File: src/sv/vas_pkg.sv
// shared types, codes and helpers of the voice allocator with stealing
// no dependencies; used by every module of the block
package vas_pkg;

    localparam int MAX_VOICES = 64;
    localparam int VIDX_W = $clog2(MAX_VOICES);
    localparam int VCNT_W = VIDX_W + 1;
    localparam logic [31:0] SILENCE_LEVEL_Q16 = 32'd7;
    localparam logic [31:0] ENERGY_FLOOR_Q16 = 32'd7;
    localparam logic [15:0] UNITY_GAIN_Q8 = 16'd256;

    typedef enum logic [1:0] {
        MODE_CONTACT = 2'd0,
        MODE_ENERGY  = 2'd1,
        MODE_RETIRE  = 2'd2,
        MODE_ADVANCE = 2'd3
    } mode_t;

    localparam logic [1:0] CONTACT_ROLL    = 2'd1;
    localparam logic [1:0] CONTACT_SCRAPE  = 2'd2;
    localparam logic [1:0] CONTACT_RELEASE = 2'd3;

    typedef enum logic [3:0] {
        ST_NO_MODEL      = 4'd0,
        ST_ALL_PROTECTED = 4'd1,
        ST_REFRESHED     = 4'd2,
        ST_RELEASED      = 4'd3,
        ST_NEW_FREE      = 4'd4,
        ST_STOLEN        = 4'd5,
        ST_ENERGY        = 4'd6,
        ST_SILENCED      = 4'd7,
        ST_RETIRED       = 4'd8,
        ST_ADVANCED      = 4'd9
    } status_t;

    typedef enum logic [2:0] {
        CFG_NEAR      = 3'd0,
        CFG_MID       = 3'd1,
        CFG_FAR       = 3'd2,
        CFG_PRESSURE  = 3'd3,
        CFG_COUNTS    = 3'd4,
        CFG_MODELS    = 3'd5,
        CFG_PROTECTED = 3'd6,
        CFG_VCOUNT    = 3'd7
    } cfg_idx_t;

    typedef struct packed {
        logic [1:0]         mode;
        logic [5:0]         model_sel;
        logic [31:0]        contact_tag;
        logic [1:0]         contact_type;
        logic [15:0]        distance_cm;
        logic signed [15:0] pan_q15;
        logic [15:0]        force_q8;
        logic [31:0]        impulse_q16;
        logic [5:0]         voice_select;
        logic [31:0]        energy_q16;
        logic [15:0]        frame_step;
    } in_t;

    typedef struct packed {
        logic [3:0]         status;
        logic [5:0]         voice_index;
        logic [31:0]        tag_out;
        logic [7:0]         mode_total;
        logic [15:0]        gain_q8;
        logic signed [15:0] pan_out_q15;
        logic [31:0]        energy_out_q16;
        logic [31:0]        dropped_total;
        logic [31:0]        stolen_total;
    } out_t;

    typedef struct packed {
        logic [31:0] tag;
        logic [63:0] start_frame;
        logic [31:0] energy;
        logic [15:0] gain;
        logic [15:0] pan;
    } voice_word_t;

    typedef struct packed {
        logic              match_found;
        logic [VIDX_W-1:0] match_idx;
        logic              free_found;
        logic [VIDX_W-1:0] free_idx;
        logic              quiet_found;
        logic [VIDX_W-1:0] quiet_idx;
        logic [31:0]       quiet_energy;
        logic [VCNT_W-1:0] active_cnt;
    } scan_res_t;

    function automatic logic [31:0] sat_inc(input logic [31:0] v);
        sat_inc = (v == 32'hFFFF_FFFF) ? v : v + 32'd1;
    endfunction

    function automatic out_t make_result(
        input status_t          st,
        input logic [VIDX_W-1:0] idx,
        input voice_word_t      w,
        input logic             show,
        input logic [7:0]       modes,
        input logic [31:0]      dropped,
        input logic [31:0]      stolen
    );
        out_t r;
        r.status         = st;
        r.voice_index    = 6'(idx);
        r.tag_out        = show ? w.tag : 32'd0;
        r.mode_total     = modes;
        r.gain_q8        = show ? w.gain : 16'd0;
        r.pan_out_q15    = show ? w.pan : 16'd0;
        r.energy_out_q16 = show ? w.energy : 32'd0;
        r.dropped_total  = dropped;
        r.stolen_total   = stolen;
        make_result = r;
    endfunction

endpackage

File: src/sv/vas_scan.sv
// shared scan unit: one voice per cycle while eval is high, for tag match, first free,
// quietest stealable voice and active count; depends on vas_pkg
module vas_scan (
    input  logic                       clk,
    input  logic                       rst_n,
    input  logic                       clear,
    input  logic                       eval,
    input  logic [vas_pkg::VIDX_W-1:0] idx,
    input  logic                       active,
    input  vas_pkg::voice_word_t       word,
    input  logic [31:0]                hint,
    input  logic [63:0]                frame,
    input  logic [31:0]                prot,
    output vas_pkg::scan_res_t         res
);
    import vas_pkg::*;

    scan_res_t res_reg, res_next;
    logic [63:0] age;
    logic        eligible;

    always_comb
    begin
        age      = frame - word.start_frame;
        eligible = age >= {32'd0, prot};
        res_next = res_reg;
        if (clear)
        begin
            res_next = '0;
        end
        else if (eval)
        begin
            if (hint != 32'd0 && active && word.tag == hint && !res_reg.match_found)
            begin
                res_next.match_found = 1'b1;
                res_next.match_idx   = idx;
            end
            if (!active && !res_reg.free_found)
            begin
                res_next.free_found = 1'b1;
                res_next.free_idx   = idx;
            end
            if (eligible && (!res_reg.quiet_found || word.energy < res_reg.quiet_energy))
            begin
                res_next.quiet_found  = 1'b1;
                res_next.quiet_idx    = idx;
                res_next.quiet_energy = word.energy;
            end
            if (active)
            begin
                res_next.active_cnt = res_reg.active_cnt + VCNT_W'(1);
            end
        end
    end

    always_ff @(posedge clk or negedge rst_n)
    begin
        if (!rst_n)
        begin
            res_reg <= '0;
        end
        else
        begin
            res_reg <= res_next;
        end
    end

    assign res = res_reg;

endmodule

File: config.mk
export PLATFORM = sky130hd
export DESIGN_NAME = vas_scan
export DESIGN_NICKNAME = d
export VERILOG_FILES = /design/src/sv/vas_pkg.sv /design/src/sv/vas_scan.sv
export SDC_FILE = /design/constraint.sdc
export NUM_CORES = 1
export LEC_CHECK = 0
export BUFFER_PORTS_ARGS = -buffer_cell sky130_fd_sc_hd__buf_2
export CORE_ASPECT_RATIO = 0.6
export CORE_MARGIN = 2
export CORE_UTILIZATION = 47
export CTS_BUF_LIST = sky130_fd_sc_hd__clkbuf_8
export DETAILED_ROUTE_END_ITERATION = 6
export PLACE_DENSITY_LB_ADDON = 0.08
export SYNTH_ARGS = -nofsm -noshare
export SYNTH_HDL_FRONTEND = slang
export SYNTH_SLANG_ARGS = --single-unit
File: constraint.sdc
create_clock -name clk -period 3.99 [get_ports clk]
set_input_delay 0.5985 -clock clk [delete_from_list [all_inputs] [get_ports clk]]
set_output_delay 0.5985 -clock clk [all_outputs]
set_load 0.005 [all_outputs]
==> results.sh <==
export IMPL_die_w_um=188
export IMPL_cts_tree="built"
export IMPL_slew_viol_final=0
export IMPL_yosysSeqAreaShare=0.157
export IMPL_seq_power_share=0.207
export IMPL_fillers=1719
export IMPL_cp_max_fo=7
export IMPL_syn_nets=1727
export IMPL_async_flop_share=1.00
export IMPL_clock_latency_ps=340
export IMPL_violations="negative setup slack"
export IMPL_ys_warn_count=0
export IMPL_min_period_over_period=1.28
export IMPL_power_switching_w=0.00136
export IMPL_p_sw_frac=0.417
export IMPL_critPathLaunchType="primary input"
export IMPL_dp_hpwl_mm=33.9
export IMPL_worst_pin_slew_ps=1150
export IMPL_fin_util=0.708
export IMPL_num_rows=40
export IMPL_overflow=0
export IMPL_combPwrFrac=0.631
export IMPL_firstDrtPassIters=6
export IMPL_die_y_um=115
export IMPL_clk_path_buf_depth=2
export IMPL_drt_iter0_markers=1155
export IMPL_wl_per_cell_um=18.4
export IMPL_fin_ws_ps=-1130
export IMPL_peakVddDrop_v=0.000150
export IMPL_cts_root_buf="clkbuf_8"
export IMPL_crit_start="word[73]"
export IMPL_die_area_um2=21600
export IMPL_syn_inst=1300
export IMPL_drv_cap=0
export IMPL_place_gp_congestion=1.02
export IMPL_worst_path_most_repeated_cell="buf_4"
export IMPL_ant_nets=0
export IMPL_critical_path_buf_inv_count=8
export IMPL_skew_ps=6.36
export IMPL_p_total_w=0.00325
export IMPL_syn_area_per_cell_um2=7.36
export IMPL_hold_viol_final=0
export IMPL_arrival_ps=5340
export IMPL_path_clk_slew_ps=60
export IMPL_grt_pass1_vias=11200
export IMPL_avgViaCountPerCell=5.54
export IMPL_grt_antenna_before_repair=0
export IMPL_start_util=0.479
export IMPL_powerDensity_nw_per_um2=230
export IMPL_p_clk_frac=0.163
export IMPL_io_buffers=326
export IMPL_rsz0062_at_grt="true"
export IMPL_htree_num_levels=3
export IMPL_status="finished with violations"
export IMPL_grt_pass1_wl_mm=60.2
export IMPL_ys_types=76
export IMPL_drc=0
export IMPL_synth_edff_count=0
export IMPL_antennaDiodeCount=0
export IMPL_synth_seq_cells=60
export IMPL_cp_end_kind="flop"
export IMPL_io_pins=359
export IMPL_synth_main_ff_cell="dfrtp_1"
export IMPL_syn_area_um2=9570
export IMPL_drive_above_1_share=0.380
export IMPL_required_ps=4220
export IMPL_cts_buffers=9
export IMPL_dr_total_vias=12000
export IMPL_mostFrequentLayoutCell="buf_2"
export IMPL_synthToLayoutAreaGrowth_pct=47.6
export IMPL_largest_reg_flops=60
export IMPL_cts_sinks=60
export IMPL_slew_headroom=0.225
export IMPL_core_area_um2=20000
export IMPL_crit_slowest_cell="or4b_4"
export IMPL_fmax_mhz=195
export IMPL_min_path_type="in2async"
export IMPL_setup_viol=39
export IMPL_grt_usage=0.356
export IMPL_cp_top_family="simple AND/OR/NAND/NOR gates"
export IMPL_leakage_nw=7.22
export IMPL_grt_max_degree=67
export IMPL_critPathKind="in2reg"
export IMPL_r2r_start="res[24]"
export IMPL_layout_min_cycle_time_ps=5120
export IMPL_max_stage_delay_ps=550
export IMPL_wirelength_mm=39.6
export IMPL_most_common_layout_cells="buf_2, buf_4, inv_1, ha_1, nor2_1"
export IMPL_layout_nets=2308
export IMPL_power_internal_w=0.00190
[power by group through the flow]
stage / combinational, W / sequential (W) / clock [W]
detailed placement: 0.00191 / 0.000683 / 0
floorplan: 0.000981 / 0.000681 / 0
global route: 0.00222 / 0.000676 / 0.000573
finish: 0.00205 / 0.000673 / 0.000529
CTS: 0.00194 / 0.000672 / 0.000532
global placement: 0.00188 / 0.000680 / 0
[metal layers]
layer	part of all wire	routed length, µm	GRT usage	vias to the layer above
met5	0	0	0	-
met1	0.48	18900	0.547	5536
met3	0.12	4870	0.0996	24
li1	-	-	-	5758
met4	0.0061	241	0.0315	0
met2	0.39	15600	0.500	633
[path summary, 6_finish.rpt]
kind	endpoint	slack [ps]	cells past startpoint
setup reg to reg	res[17]	710	15
min in group clk	res[14]	520	3
max in group asynchronous	res[57]	2750	2
hold reg to reg	res[57]	530	2
setup / recovery	res[17]	-1130	26
hold / removal	res[16]	420	1
[Yosys cell counts (3+ instances only)]
| cell | instances | area, µm² |
|---|---|---|
| xor2_1 | 48 | 420 |
| o21ba_2 | 3 | 30.0 |
| a211oi_1 | 12 | 90.1 |
| o31ai_1 | 6 | 45.0 |
| a31oi_1 | 5 | 31.3 |
| o2111ai_1 | 8 | 70.1 |
| clkbuf_1 | 17 | 63.8 |
| o221ai_1 | 3 | 26.3 |
| nor2b_1 | 5 | 31.3 |
| o21ai_0 | 67 | 335 |
| nor4_1 | 24 | 150 |
| nor3_1 | 23 | 115 |
| mux2i_1 | 54 | 541 |
| nand2b_1 | 86 | 538 |
| o21bai_1 | 6 | 45.0 |
| a21o_1 | 28 | 210 |
| a211oi_2 | 3 | 37.5 |
| nand3_1 | 29 | 145 |
| nor4_2 | 3 | 37.5 |
| xnor2_1 | 31 | 272 |
| o21ai_1 | 12 | 60.1 |
| o211ai_1 | 14 | 105 |
| nand4_1 | 45 | 282 |
| ha_1 | 127 | 1590 |
| dfrtp_1 | 60 | 1500 |
| and3_1 | 4 | 25.0 |
| or3_1 | 5 | 31.3 |
| nand2_1 | 102 | 383 |
| o21a_1 | 10 | 75.1 |
| inv_1 | 150 | 563 |
| nor2_1 | 106 | 398 |
| buf_6 | 4 | 45.0 |
| a21oi_2 | 8 | 70.1 |
| a21oi_1 | 108 | 541 |
| a221oi_1 | 5 | 43.8 |
| buf_2 | 26 | 130 |
[layout make-up]
| cell class | count | area, µm² | area share |
|---|---|---|---|
| multi-input combinational | 1040 | 7580 | 0.536 |
| timing repair buffer | 619 | 3950 | 0.280 |
| sequential | 60 | 1500 | 0.106 |
| inverter | 151 | 574 | 0.0406 |
| tap | 273 | 342 | 0.0242 |
| clock buffer | 9 | 124 | 0.00877 |
| clock inverter | 5 | 55.1 | 0.00390 |
[timing repair]
| item | 4_1_cts | 5_1_grt |
|---|---|---|
| gates cloned | 0 | 3 |
| hold buffers | 0 | 0 |
| endpoints found under the setup margin | 39 | 39 |
| hold endpoints to repair | 0 | 0 |
| gates resized for setup | 14 | 37 |
| buffers inserted | 3 | 4 |
| pin swaps | 5 | 11 |
[logic make-up after synthesis]
group                    Yosys count  share of synthesized area
AO/OA/AOI/OAI                    331                      0.224
buffers and inverters            200                     0.0855
XOR/XNOR                          79                     0.0723
flip-flops                        60                      0.157
multiplexers                      56                     0.0588
adder cells (fa/ha/maj)          128                      0.168
AND/OR/NAND/NOR                  446                      0.235
[stage by stage]
stage | hold WS [ps] | TNS [ps] | cells | setup WS, ps | instance area, µm²
final | 415 | -43030 | 2157 | -1130 | 14100
after global routing | 465 | -48980 | 2157 | -1280 | 14100
after CTS | 435 | -36950 | 2150 | -977 | 13900
after detailed placement | 512 | -57510 | 2133 | -1500 | 13600
after global placement | 499 | -52290 | 2133 | -1350 | 13600
after floorplan | 303 | -26060 | 1300 | -720 | 9720
(Power assumes the default switching activity.)
